===== config.mk =====
export PLATFORM = sky130hd
export DESIGN_NAME = telemetry_frame_checker_unit
export DESIGN_NICKNAME = d
export VERILOG_FILES = /design/src/hw/rtl/tfc_pkg.sv /design/src/hw/rtl/telemetry_frame_checker_unit.sv /design/src/hw/rtl/tfc_queue.sv /design/src/hw/rtl/tfc_front.sv /design/src/hw/rtl/tfc_back.sv
export VERILOG_INCLUDE_DIRS = /design/src /design/src/hw/rtl
export SDC_FILE = /design/constraint.sdc
export NUM_CORES = 1
export LEC_CHECK = 0
export BUFFER_PORTS_ARGS = -buffer_cell sky130_fd_sc_hd__buf_2
export CAP_MARGIN = 30
export CORE_ASPECT_RATIO = 1.2
export CORE_MARGIN = 4
export CORE_UTILIZATION = 65
export CTS_CLUSTER_DIAMETER = 40
export DETAILED_ROUTE_END_ITERATION = 8
export PLACE_DENSITY_LB_ADDON = 0.1
export SYNTH_ARGS = -nofsm -noshare
export SYNTH_HDL_FRONTEND = slang
export SYNTH_SLANG_ARGS = --single-unit
export TNS_END_PERCENT = 5

===== constraint.sdc =====
create_clock -name clk_i -period 10.2 [get_ports clk_i]
set_clock_uncertainty 0.2 [all_clocks]
set_input_delay 2.04 -clock clk_i [delete_from_list [all_inputs] [get_ports clk_i]]
set_output_delay 2.04 -clock clk_i [all_outputs]
set_load 0.1 [all_outputs]

===== src/hw/rtl/telemetry_frame_checker_unit_macros.svh =====
// ---------------------------------------------------------------------------
// Telemetry frame checker assertion macros
// Shared concurrent assertion forms, clocked on clk_i, off during reset.
// ---------------------------------------------------------------------------
`ifndef TELEMETRY_FRAME_CHECKER_UNIT_MACROS_SVH
`define TELEMETRY_FRAME_CHECKER_UNIT_MACROS_SVH

// same-cycle implication
`define TFC_ASSERT_NOW(label, ante, cons, msg) \
  label: assert property (@(posedge clk_i) disable iff (!rst_ni) (ante) |-> (cons)) \
    else $error(msg);

// next-cycle implication
`define TFC_ASSERT_NEXT(label, ante, cons, msg) \
  label: assert property (@(posedge clk_i) disable iff (!rst_ni) (ante) |=> (cons)) \
    else $error(msg);

`endif


===== src/hw/rtl/tfc_pkg.sv =====
// ---------------------------------------------------------------------------
// Telemetry frame checker package
// Types, codes and constants shared by the checker modules.
// ---------------------------------------------------------------------------
package tfc_pkg;

  localparam int CountLimitDefault = 255;
  localparam int StoreDepth        = 10;
  localparam int QueueDepth        = 2;
  localparam int CfgIdxW           = 2;

  localparam logic [7:0] StartByteReset     = 8'd83;
  localparam logic [7:0] MinLengthReset     = 8'd12;
  localparam logic [7:0] PressureScaleReset = 8'd100;

  typedef enum logic [1:0] {
    StatusOk       = 2'd0,
    StatusShort    = 2'd1,
    StatusBadStart = 2'd2,
    StatusBadSum   = 2'd3
  } status_e;

  typedef enum logic [CfgIdxW-1:0] {
    CfgStartByte     = 2'd0,
    CfgMinLength     = 2'd1,
    CfgPressureScale = 2'd2
  } cfg_idx_e;

  // frame byte positions 1..10 held at store slots 0..9
  localparam int SlotFlag     = 0;
  localparam int SlotServo    = 1;
  localparam int SlotPressLo  = 2;
  localparam int SlotPressHi  = 3;
  localparam int SlotTemp     = 4;
  localparam int SlotPitch    = 5;
  localparam int SlotRoll     = 6;
  localparam int SlotYaw      = 7;
  localparam int SlotSpeed    = 8;
  localparam int SlotBattery  = 9;

  typedef struct packed {
    logic [7:0] sync_byte;
    logic [7:0] min_length;
    logic [7:0] pressure_scale;
  } cfg_t;

  typedef struct packed {
    logic [7:0] data_byte;
    logic       frame_last;
  } in_item_t;

  typedef struct packed {
    logic [1:0]        status;
    logic [7:0]        flag_byte;
    logic [7:0]        servo_angle;
    logic [23:0]       pressure_pa;
    logic signed [7:0] temperature;
    logic signed [7:0] pitch;
    logic signed [7:0] roll;
    logic signed [7:0] yaw;
    logic signed [7:0] speed;
    logic [7:0]        battery;
  } out_item_t;

  typedef struct packed {
    status_e                         status;
    logic [StoreDepth-1:0][7:0]      fields;
  } frame_rec_t;

endpackage


===== src/hw/rtl/telemetry_frame_checker_unit.sv =====
// ---------------------------------------------------------------------------
// Telemetry frame checker
// Checks and decodes byte-serial telemetry frames.
// ---------------------------------------------------------------------------
// Input channel: one frame byte per request (data_byte, frame_last), taken
// when in_valid_i is high and in_stall_o low; one byte per cycle while unstalled.
// Output channel: one result per frame, on the request that carries
// frame_last: status plus decoded fields, zeroed when status is not ok.
// Path: the edge that takes the last byte writes its record into the record
// queue; the pressure multiply is then registered into the output register,
// which drives out_valid_o. One result per cycle sustained while unstalled.
// Between front and back sits a two-entry record queue; while out_stall_i
// holds, the output register keeps its result, the queue fills, and once it
// is full in_stall_o rises. Non-last bytes still flow until then.
// Config port: sync byte, min_length, pressure_scale at indexes 0..2,
// always ready; other indexes are ignored. Write only while idle.
// Reset: byte count and running sum clear, queue and output empty, config
// returns to sync byte 'S', minimum length 12, pressure scale 100.
// ---------------------------------------------------------------------------
module telemetry_frame_checker_unit #(
  parameter int CountLimit = tfc_pkg::CountLimitDefault
) (
  input  logic                          clk_i,
  input  logic                          rst_ni,
  input  logic                          in_valid_i,
  output logic                          in_stall_o,
  input  tfc_pkg::in_item_t             in_data_i,
  output logic                          out_valid_o,
  input  logic                          out_stall_i,
  output tfc_pkg::out_item_t            out_data_o,
  input  logic                          cfg_valid_i,
  output logic                          cfg_ready_o,
  input  logic [tfc_pkg::CfgIdxW-1:0]   cfg_index_i,
  input  logic [7:0]                    cfg_data_i
);
  import tfc_pkg::*;

  cfg_t       cfg_q;
  logic       accept;
  logic       push, pop, full, empty;
  frame_rec_t push_rec, pop_rec;

  assign cfg_ready_o = 1'b1;
  assign in_stall_o  = full;
  assign accept      = in_valid_i && !in_stall_o;

  always_ff @(posedge clk_i or negedge rst_ni) begin
    if (!rst_ni) begin
      cfg_q.sync_byte      <= StartByteReset;
      cfg_q.min_length     <= MinLengthReset;
      cfg_q.pressure_scale <= PressureScaleReset;
    end else if (cfg_valid_i && cfg_ready_o) begin
      unique case (cfg_index_i)
        CfgStartByte:     cfg_q.sync_byte      <= cfg_data_i;
        CfgMinLength:     cfg_q.min_length     <= cfg_data_i;
        CfgPressureScale: cfg_q.pressure_scale <= cfg_data_i;
        default: ;
      endcase
    end
  end

  tfc_front #(
    .CountLimit(CountLimit)
  ) u_front (
    .clk_i      (clk_i),
    .rst_ni     (rst_ni),
    .cfg_i      (cfg_q),
    .accept_i   (accept),
    .in_data_i  (in_data_i),
    .push_o     (push),
    .push_data_o(push_rec)
  );

  tfc_queue u_queue (
    .clk_i      (clk_i),
    .rst_ni     (rst_ni),
    .push_i     (push),
    .push_data_i(push_rec),
    .full_o     (full),
    .pop_i      (pop),
    .pop_data_o (pop_rec),
    .empty_o    (empty)
  );

  tfc_back u_back (
    .clk_i      (clk_i),
    .rst_ni     (rst_ni),
    .cfg_i      (cfg_q),
    .rec_avail_i(!empty),
    .rec_i      (pop_rec),
    .pop_o      (pop),
    .out_valid_o(out_valid_o),
    .out_stall_i(out_stall_i),
    .out_data_o (out_data_o)
  );

endmodule


===== src/hw/rtl/tfc_queue.sv =====
// ---------------------------------------------------------------------------
// Telemetry frame checker record queue
// Short FIFO of checked frame records between the front and back parts.
// ---------------------------------------------------------------------------
`include "telemetry_frame_checker_unit_macros.svh"

module tfc_queue (
  input  logic               clk_i,
  input  logic               rst_ni,
  input  logic               push_i,
  input  tfc_pkg::frame_rec_t push_data_i,
  output logic               full_o,
  input  logic               pop_i,
  output tfc_pkg::frame_rec_t pop_data_o,
  output logic               empty_o
);
  import tfc_pkg::*;

  localparam int PtrW = (QueueDepth > 1) ? $clog2(QueueDepth) : 1;
  localparam int CntW = $clog2(QueueDepth + 1);

  frame_rec_t            mem_q [QueueDepth];
  logic [PtrW-1:0]       wr_ptr_q, wr_ptr_d;
  logic [PtrW-1:0]       rd_ptr_q, rd_ptr_d;
  logic [CntW-1:0]       cnt_q, cnt_d;

  function automatic logic [PtrW-1:0] ptr_inc(input logic [PtrW-1:0] p);
    logic [PtrW-1:0] r;
    r = (p == PtrW'(QueueDepth - 1)) ? '0 : p + 1'b1;
    return r;
  endfunction

  assign full_o     = (cnt_q == CntW'(QueueDepth));
  assign empty_o    = (cnt_q == '0);
  assign pop_data_o = mem_q[rd_ptr_q];

  always_comb begin
    wr_ptr_d = push_i ? ptr_inc(wr_ptr_q) : wr_ptr_q;
    rd_ptr_d = pop_i ? ptr_inc(rd_ptr_q) : rd_ptr_q;
    cnt_d    = cnt_q;
    if (push_i && !pop_i) begin
      cnt_d = cnt_q + 1'b1;
    end else if (pop_i && !push_i) begin
      cnt_d = cnt_q - 1'b1;
    end
  end

  always_ff @(posedge clk_i or negedge rst_ni) begin
    if (!rst_ni) begin
      wr_ptr_q <= '0;
      rd_ptr_q <= '0;
      cnt_q    <= '0;
    end else begin
      wr_ptr_q <= wr_ptr_d;
      rd_ptr_q <= rd_ptr_d;
      cnt_q    <= cnt_d;
    end
  end

  always_ff @(posedge clk_i) begin
    if (push_i) begin
      mem_q[wr_ptr_q] <= push_data_i;
    end
  end

  `TFC_ASSERT_NOW(a_q_no_overflow, push_i, !full_o, "queue push while full")
  `TFC_ASSERT_NOW(a_q_no_underflow, pop_i, !empty_o, "queue pop while empty")
  `TFC_ASSERT_NEXT(a_q_drain, pop_i && !push_i, cnt_q == $past(cnt_q) - 1'b1, "queue count off")
  `TFC_ASSERT_NEXT(a_q_fill, push_i && !pop_i, !empty_o, "queue lost a record")

endmodule


===== src/hw/rtl/tfc_front.sv =====
// ---------------------------------------------------------------------------
// Telemetry frame checker front
// Counts and sums frame bytes, keeps the header fields, grades the frame.
// ---------------------------------------------------------------------------
module tfc_front #(
  parameter int CountLimit = tfc_pkg::CountLimitDefault
) (
  input  logic                clk_i,
  input  logic                rst_ni,
  input  tfc_pkg::cfg_t       cfg_i,
  input  logic                accept_i,
  input  tfc_pkg::in_item_t   in_data_i,
  output logic                push_o,
  output tfc_pkg::frame_rec_t push_data_o
);
  import tfc_pkg::*;

  localparam int CntW = $clog2(CountLimit + 1);
  localparam int CmpW = (CntW > 8) ? CntW : 8;

  logic [CntW-1:0]            cnt_q, cnt_d, cnt_inc;
  logic [7:0]                 sum_q, sum_d;
  logic [7:0]                 first_q, first_d;
  logic [StoreDepth-1:0][7:0] store_q, store_d;
  logic [7:0]                 b;
  logic                       at_start;
  status_e                    status;

  assign b        = in_data_i.data_byte;
  assign at_start = (cnt_q == '0);
  assign cnt_inc  = (cnt_q < CntW'(CountLimit)) ? cnt_q + 1'b1 : cnt_q;
  assign first_d  = at_start ? b : first_q;

  always_comb begin
    for (int i = 0; i < StoreDepth; i++) begin
      if (at_start) begin
        store_d[i] = '0;
      end else if (cnt_q == CntW'(i + 1)) begin
        store_d[i] = b;
      end else begin
        store_d[i] = store_q[i];
      end
    end
  end

  always_comb begin
    priority if (CmpW'(cnt_inc) < CmpW'(cfg_i.min_length)) begin
      status = StatusShort;
    end else if (first_d != cfg_i.sync_byte) begin
      status = StatusBadStart;
    end else if (sum_q != b) begin
      status = StatusBadSum;
    end else begin
      status = StatusOk;
    end
  end

  assign cnt_d = in_data_i.frame_last ? '0 : cnt_inc;
  assign sum_d = in_data_i.frame_last ? '0 : sum_q + b;

  assign push_o             = accept_i && in_data_i.frame_last;
  assign push_data_o.status = status;
  assign push_data_o.fields = store_d;

  always_ff @(posedge clk_i or negedge rst_ni) begin
    if (!rst_ni) begin
      cnt_q <= '0;
      sum_q <= '0;
    end else if (accept_i) begin
      cnt_q <= cnt_d;
      sum_q <= sum_d;
    end
  end

  always_ff @(posedge clk_i) begin
    if (accept_i) begin
      first_q <= first_d;
      store_q <= store_d;
    end
  end

endmodule


===== src/hw/rtl/tfc_back.sv =====
// ---------------------------------------------------------------------------
// Telemetry frame checker back
// Scales pressure and presents one result per frame in an output register.
// ---------------------------------------------------------------------------
module tfc_back (
  input  logic                clk_i,
  input  logic                rst_ni,
  input  tfc_pkg::cfg_t       cfg_i,
  input  logic                rec_avail_i,
  input  tfc_pkg::frame_rec_t rec_i,
  output logic                pop_o,
  output logic                out_valid_o,
  input  logic                out_stall_i,
  output tfc_pkg::out_item_t  out_data_o
);
  import tfc_pkg::*;

  logic       valid_q;
  out_item_t  out_q, out_d;
  logic [15:0] raw;

  assign pop_o = rec_avail_i && (!valid_q || !out_stall_i);
  assign raw   = {rec_i.fields[SlotPressHi], rec_i.fields[SlotPressLo]};

  always_comb begin
    out_d        = '0;
    out_d.status = rec_i.status;
    if (rec_i.status == StatusOk) begin
      out_d.flag_byte   = rec_i.fields[SlotFlag];
      out_d.servo_angle = rec_i.fields[SlotServo];
      out_d.pressure_pa = 24'(raw) * 24'(cfg_i.pressure_scale);
      out_d.temperature = rec_i.fields[SlotTemp];
      out_d.pitch       = rec_i.fields[SlotPitch];
      out_d.roll        = rec_i.fields[SlotRoll];
      out_d.yaw         = rec_i.fields[SlotYaw];
      out_d.speed       = rec_i.fields[SlotSpeed];
      out_d.battery     = rec_i.fields[SlotBattery];
    end
  end

  always_ff @(posedge clk_i or negedge rst_ni) begin
    if (!rst_ni) begin
      valid_q <= 1'b0;
    end else if (pop_o) begin
      valid_q <= 1'b1;
    end else if (!out_stall_i) begin
      valid_q <= 1'b0;
    end
  end

  always_ff @(posedge clk_i) begin
    if (pop_o) begin
      out_q <= out_d;
    end
  end

  assign out_valid_o = valid_q;
  assign out_data_o  = out_q;

endmodule

==> results of run 1 <==
state kept, by name (all words and copies together), names as in the netlist:
name	count
u_queue.mem_q	164
u_back.out_data_o	90
u_front.store_q	80
cfg_q	24
u_front.cnt_q	8
u_front.first_q	8
u_front.sum_q	8
u_queue.cnt_q	2
u_back.out_valid_o	1
u_queue.rd_ptr_q	1
u_queue.wr_ptr_q	1
logic make-up after synthesis:
logic type	count (synthesis)
simple gates	492
flops	387
buf+inv	187
compound gates	177
fa+ha+maj	148
mux	129
xor+xnor	33
other cells	1
cell usage after synthesis (6+ instances only):
cell,number,area (sq um)
xor2_1,11,96.3
nor2b_1,100,626
buf_1,12,45.0
xnor2_1,19,166
nor2_1,117,439
and2_1,14,87.6
fa_1,85,1700
nor3_1,13,65.1
a211oi_1,8,60.1
edfxtp_1,342,10300
dfrtp_1,36,901
o21ai_0,24,120
inv_1,118,443
dfstp_2,9,236
a21o_1,9,67.6
and3_1,6,37.5
mux2i_1,94,941
nand2b_1,17,106
nand2_1,113,424
a21oi_1,90,450
clkbuf_1,43,161
ha_1,63,788
nand3_1,76,380
buf_2,12,60.1
mux2_2,34,383
layer usage:
| layer | part of all wire [%] | global-route usage (%) | routed length [um] |
|---|---|---|---|
| met1 | 42 | 34.7 | 17500 |
| met2 | 50 | 42.9 | 20700 |
| met3 | 6.1 | 3.58 | 2560 |
| met4 | 2.5 | 7.76 | 1030 |
| met5 | 0 | 0 | 0 |
worst max-delay path by stage:
stage / slack [ns] / end / depth (start not counted) / start
2_1_floorplan: 2.47 / u_queue.mem_q[1][0] / 4 / in_valid_i
3_3_place_gp: 3.46 / u_back.out_data_o[68] / 15 / u_queue.rd_ptr_q
3_5_place_dp: 3.35 / u_back.out_data_o[68] / 15 / u_queue.rd_ptr_q
4_1_cts: 3.37 / u_back.out_data_o[68] / 15 / u_queue.rd_ptr_q
5_1_grt: 3.03 / u_back.out_data_o[68] / 15 / u_queue.rd_ptr_q
6_report: 3.31 / u_back.out_data_o[68] / 15 / u_queue.rd_ptr_q
area by class of cell:
cell class,instances,share of cell area [%]
clock inverters,28,1.51
flip-flops and latches,387,51.5
repair buffers,130,3.33
multi-input cells,980,34.7
well taps,390,2.20
inverters,118,2.02
clock buffers,45,4.70
worst max-delay path: cells and delay by family, from the launching register on:
| family | cells | cell delay (ns) |
|---|---|---|
| AO/OA/AOI/OAI | 1 | 0.50 |
| buffers and inverters | 3 | 0.71 |
| AND/OR/NAND/NOR | 5 | 0.92 |
| adder cells (fa/ha/maj) | 5 | 2.37 |
| multiplexers | 1 | 0.79 |
| flip-flops | 1 | 1.09 |
stage by stage:
step | area [sq um] | cells | util [%] | worst slack, ns | hold slack (ns)
after floorplan | 19800 | 1554 | - | 2.47 | 0.243
after global placement | 20700 | 2001 | 69.3 | 3.46 | 0.255
after detailed placement | 20800 | 2004 | 69.5 | 3.35 | 0.278
after CTS | 22100 | 2077 | 74.1 | 3.37 | 0.292
after global routing | 22200 | 2078 | 74.2 | 3.03 | 0.317
final | 22200 | 2078 | 74.2 | 3.31 | 0.290
==> impl_metrics.ini, run 1 <==
[die]
design.core.area_sq_um = 29900
die_area_sq_um = 33400
ioPinCount = 117
die_x_um = 167
start_util_pct = 66.3
rows = 69
die_height_um = 199

[setup_path]
cp-start-kind = flop
critPathMaxStageDelay_ns = 1.09
rr_endpoint = u_back.out_data_o[68]
cp-end-kind = flop
cpMaxStageDelayCell = dfrtp_4
cp.arrival_ns = 6.97
r2r_cells = 15
reg2reg_from = u_queue.rd_ptr_q
worstPathCellList = buf_4 -> mux2i_1 -> nor2b_1 -> fa_1 -> fa_1 -> fa_1 -> inv_1 -> fa_1 -> inv_1 -> ha_1 -> nand2_1 -> nand4b_1 -> o311ai_1 -> nor2_1 -> or3_1
r2r_setup_slack_ns = 3.31
cp_max_fo = 54
worst_path_most_repeated_cell = fa_1
cp.required_ns = 10.28
crit_type = flop to flop

[clock_tree]
cts_resized = 0
cts.htree.levels = 2
cts_tree = built
post-cts-setup-buffers = 0
cts-buffers-inserted = 40
clock_latency_ns = 0.56
cts_buffer_depth = 3
path_clk_slew_ns = 0.06
clock-sinks = 387
postCtsHoldBufs = 0
clock-root-buffer = clkbuf_16

[sta]
max_freq_mhz = 145
setup_violations = 0
hold_viol = 0
min_period_over_period_pct = 67.6
slew_viol_final = 0
relSlewSlack_pct = 31.3
tightest_slew_ns = 1.03
min_period_ns = 6.89
rsz0062_at_grt = no
setup_tns_ns = 0

[outcome]
status = finished, final reports clean

[final_layout]
drive_above_1_share_pct = 15.4
synthToLayoutAreaGrowth_pct = 11.8
finalNetCount = 1829
multiInputGateArea_sq_um = 7700
n_fill_cell = 2040
diodes = 0
final_common_cell = edfxtp_1
register_area_sq_um = 11400
final_cell_mix = edfxtp_1 (342), inv_1 (116), nor2_1 (116), buf_2 (116), nand2_1 (113)

[flow_run]
drv_cap = 0

[synthesis]
synth_xor_xnor_area_share_pct = 1.57
syn-num-nets = 1726
dominantRegCellSynth = edfxtp_1
syn-cell-area_sq_um = 19800
synthMuxAreaShare_pct = 6.76
synth_cell_type_count = 68
yosys.area_share.simple_pct = 12.4
synth-edff-count = 342
synth_fa_ha_area_share_pct = 12.6
synth.ff_latch_count = 387
synth_top_family_by_area = adder cells
async_flop_share_pct = 11.6
synth_compound_area_share_pct = 5.43
ys_warn_count = 0
ys_seq_area_share_pct = 57.6
synthesis.instances = 1554
syn_area_per_cell_sq_um = 12.8

[global_routing]
antenna_found_initial = 0
grt_first_pass_wirelength_um = 67100
grt_pass1_vias = 12519
grt_max_degree = 90
grt_overflow = 0
globalRouteTotalUtil_pct = 25.3

[routing]
drc = 0
vias = 12309
drtIter0Drc = 1062
vias_per_cell = 5.92
ant_nets = 0
wl_per_cell_um = 20.1
wirelength_um = 41700
drtPass1Iterations = 8

[place]
port_buffers = 115
gp_congestion = 0.868
hpwl_um = 26600

[worst_hold_path]
hold_path.class = flop to flop
hold_depth = 2
whs_endpoint = u_front.sum_q[2]
min-delay-start = u_front.sum_q[2]
Power of run 1 is left out: the tool's default activity adds up to more than one toggle a clock period on the data nets, which glitch-free logic cannot reach.
==> run 2: changes to the inputs <==
- CORE_UTILIZATION: 65 -> 62
- clock period: 10.2 -> 6.5 ns (I/O delays scaled with it)
==> impl_metrics.ini, run 2 (synthesis results as in run 1) <==
[setup_path]
cpMaxStageDelayCell = mux2i_1
crit_type = flop to flop
worstPathCellList = mux2i_1 -> nor2b_1 -> fa_1 -> fa_1 -> fa_1 -> inv_1 -> fa_1 -> inv_1 -> ha_1 -> o21ai_0 -> a22oi_1 -> nand4b_1 -> o311ai_1 -> nor2_1 -> or3_1
cp-start-kind = flop
r2r_cells = 15
critical_path_depth = 15
cp_num_buf_inv = 2
critPathMaxStageDelay_ns = 0.68
cp.required_ns = 6.59
worst_path_dominant_cell_family = adder cells
cp_max_fo = 19
worst_path_most_repeated_cell = fa_1
cp.arrival_ns = 5.91
cp-end-kind = flop

[sta]
relSlewSlack_pct = 38.6
slew_viol_final = 0
setup_tns_ns = 0
tightest_slew_ns = 0.920
min_period_over_period_pct = 89.6
max_freq_mhz = 172
min_period_ns = 5.82
rsz0062_at_grt = no
hold_viol = 0
setup_violations = 0

[clock_tree]
cts_buffer_depth = 3
clock-root-buffer = clkbuf_16
clock-sinks = 387
post-cts-setup-buffers = 0
path_clk_slew_ns = 0.06
cts.htree.levels = 2
postCtsHoldBufs = 0
cts_resized = 0
cts_tree = built
clock_latency_ns = 0.55
cts-buffers-inserted = 45

[final_layout]
finalNetCount = 1842
multiInputGateArea_sq_um = 7700
largest_reg_flops = 164
synthToLayoutAreaGrowth_pct = 12.3
diodes = 0
drive_above_1_share_pct = 16.3
final_cell_mix = edfxtp_1 (342), inv_1 (116), nor2_1 (116)
register_area_sq_um = 11400
final_common_cell = edfxtp_1
largest_register = u_queue.mem_q
n_fill_cell = 2249

[worst_hold_path]
hold_depth = 2
hold_path.class = flop to flop

[global_routing]
grt_first_pass_wirelength_um = 65700
grt_overflow = 0
antenna_found_initial = 0
globalRouteTotalUtil_pct = 23.8
grt_max_degree = 68
grt_pass1_vias = 12359

[die]
rows = 71
ioPinCount = 117
die_x_um = 171
start_util_pct = 63.0
die_area_sq_um = 34900
design.core.area_sq_um = 31400
die_height_um = 204

[routing]
drtIter0Drc = 894
wirelength_um = 40900
wl_per_cell_um = 19.4
vias_per_cell = 5.80
ant_nets = 0
drc = 0
drtPass1Iterations = 5
vias = 12211

[outcome]
status = finished, final reports clean

[place]
hpwl_um = 26900
port_buffers = 115
gp_congestion = 0.845

[flow_run]
drv_cap = 0
-- run 2: layer usage --
layer | global-route usage, % | routed length, um | vias up
met2 | 38.9 | 19800 | 390
met5 | 0 | 0 | -
met3 | 4.00 | 2460 | 64
li1 | - | - | 5694
met1 | 33.6 | 17700 | 6063
met4 | 6.43 | 943 | 0
-- run 2: final timing paths --
path                                   from               endpoint  slack (ns)
setup / recovery           u_queue.rd_ptr_q  u_back.out_data_o[68]        0.68
hold reg to reg            u_front.sum_q[0]       u_front.sum_q[0]        0.28
min in group asynchronous            rst_ni              cfg_q[14]        0.64
hold / removal             u_front.sum_q[0]       u_front.sum_q[0]        0.28
max in group asynchronous            rst_ni       u_queue.rd_ptr_q        4.99
setup reg to reg           u_queue.rd_ptr_q  u_back.out_data_o[68]        0.68
-- run 2: cell type report --
type	instances	share of cell area, %
Multi-Input combinational cell	980	34.6
Clock inverter	33	1.23
Clock buffer	50	5.28
Timing Repair Buffer	138	3.36
Sequential cell	387	51.3
Tap cell	401	2.25
Inverter	118	2.01
-- run 2: per-stage QoR --
step | std cells | util (%) | instance area (sq um) | setup slack, ns | hold WS, ns
floorplan | 1554 | - | 19800 | 0.682 | 0.243
global placement | 2023 | 66.1 | 20800 | 0.807 | 0.259
detailed placement | 2024 | 66.2 | 20800 | 0.690 | 0.265
CTS | 2107 | 70.8 | 22300 | 0.670 | 0.278
global route | 2107 | 70.8 | 22300 | 0.352 | 0.304
finish | 2107 | 70.8 | 22300 | 0.676 | 0.283
-- run 2: worst min-delay path: stages, from the launching register on --
cell and delay [ns]:
dfrtp_1 0.35, nand2_1 0.05, nand2_1 0.05
Power of run 2 is left out for the same reason.
==> run 3: changes to the inputs <==
- CORE_UTILIZATION: 62 -> 64
- CTS_BUF_LIST: not set -> sky130_fd_sc_hd__clkbuf_4
- MAX_ROUTING_LAYER: not set -> met4
==> impl_metrics.ini, run 3 (synthesis results as in run 1) <==
[routing]
drtPass1Iterations = 5
drc = 0
wl_per_cell_um = 19.1
drtIter0Drc = 1015
vias = 12533
vias_per_cell = 5.77
wirelength_um = 41500
ant_nets = 0

[setup_path]
critPathMaxStageDelay_ns = 0.79
cp.required_ns = 6.78
cp.arrival_ns = 6.37
cpMaxStageDelayCell = dfrtp_4
cp-start-kind = flop
crit_type = flop to flop
cp_max_fo = 31
worst_path_most_repeated_cell = fa_1
worstPathCellList = mux2i_1 -> nor2b_1 -> fa_1 -> fa_1 -> fa_1 -> inv_1 -> fa_1 -> inv_1 -> ha_1 -> o21ai_0 -> a22oi_1 -> nand4b_1 -> o311ai_1 -> nor2_1 -> or3_1
cp-end-kind = flop

[die]
start_util_pct = 65.0
die_area_sq_um = 33900
die_x_um = 169
rows = 70
ioPinCount = 117
die_height_um = 201
design.core.area_sq_um = 30500

[sta]
relSlewSlack_pct = 33.7
tightest_slew_ns = 0.995
max_freq_mhz = 164
hold_viol = 0
slew_viol_final = 0
min_period_ns = 6.08
setup_violations = 0
min_period_over_period_pct = 93.6
setup_tns_ns = 0
rsz0062_at_grt = no

[global_routing]
grt_first_pass_wirelength_um = 67200
grt_pass1_vias = 12885
globalRouteTotalUtil_pct = 25.5
grt_max_degree = 87
antenna_found_initial = 1
grt_overflow = 0

[clock_tree]
cts_resized = 0
clock-root-buffer = clkbuf_4
cts_buffer_depth = 3
postCtsHoldBufs = 0
post-cts-setup-buffers = 0
cts.htree.levels = 3
path_clk_slew_ns = 0.07
cts-buffers-inserted = 92
cts_tree = built
clock_latency_ns = 0.74
clock-sinks = 387

[final_layout]
synthToLayoutAreaGrowth_pct = 10.7
finalNetCount = 1885
largest_reg_flops = 164
largest_register = u_queue.mem_q
drive_above_1_share_pct = 18.9
final_common_cell = edfxtp_1
n_fill_cell = 2136
final_cell_mix = edfxtp_1 (342), clkbuf_4 (125), inv_1 (116), nor2_1 (116), buf_2 (116)

[place]
hpwl_um = 27400
gp_congestion = 0.904
port_buffers = 115

[outcome]
status = finished, final reports clean

[flow_run]
drv_cap = 0

[worst_hold_path]
hold_path.class = flop to flop
## run 3: changes by cell type in the layout (fill, tap and decap cells not counted), sizes merged
cell	delta
inv	-7
clkinv	+7
buf	-4
bufinv	+1
clkinvlp	-4
clkbuf	+75
diode	+1
## run 3: worst max-delay path, delay by kind of cell, from the launching register on
kind                       cells  cell delay [ns]
adders and majority gates      5             2.35
and+or+nand+nor                4             0.79
DFF                            1             0.79
buffers and inverters          2             0.09
muxes                          1             0.67
AOI/OAI and AO/OA              3             0.94
## run 3: cell type report
| type | instances | area [sq um] | area share, % |
|---|---|---|---|
| flip-flops and latches | 387 | 11400 | 52.0 |
| multi-input cells | 980 | 7700 | 35.1 |
| clock buffers | 125 | 938 | 4.28 |
| repair buffers | 134 | 748 | 3.41 |
| well taps | 396 | 495 | 2.26 |
| inverters | 118 | 448 | 2.04 |
| clock inverters | 30 | 185 | 0.845 |
| diodes | 1 | 2.50 | 0.0114 |
## run 3: path summary, 6_finish.rpt
kind	cells past startpoint	endpoint	start	slack, ns
worst min-delay path	2	u_front.sum_q[0]	u_front.sum_q[0]	0.29
worst max-delay path	15	u_back.out_data_o[68]	u_queue.rd_ptr_q	0.42
min in group asynchronous	2	cfg_q[19]	rst_ni	0.45
worst min register to register	2	u_front.sum_q[0]	u_front.sum_q[0]	0.29
max in group asynchronous	2	u_queue.rd_ptr_q	rst_ni	5.19
worst max register to register	15	u_back.out_data_o[68]	u_queue.rd_ptr_q	0.42
## run 3: per-layer routing
metal  vias up  wire length, um  GRT usage [%]
met1      6188            17300           33.8
met4         0              917           8.09
met3        82             2530           4.14
met5         -                0              -
met2       436            20800           41.1
li1       5827                -              -
## run 3: metrics by stage
| stage | area, sq um | hold slack [ns] | setup slack, ns | util, % | instances |
|---|---|---|---|---|---|
| 2_1_floorplan | 19800 | 0.243 | 0.682 | - | 1554 |
| 3_3_place_gp | 20700 | 0.254 | 0.662 | 68.1 | 2012 |
| 3_5_place_dp | 20800 | 0.269 | 0.398 | 68.2 | 2015 |
| 4_1_cts | 21900 | 0.286 | 0.425 | 71.9 | 2170 |
| 5_1_grt | 21900 | 0.313 | 0.0839 | 71.9 | 2171 |
| 6_report | 21900 | 0.289 | 0.416 | 71.9 | 2171 |
Power of run 3 is left out for the same reason.
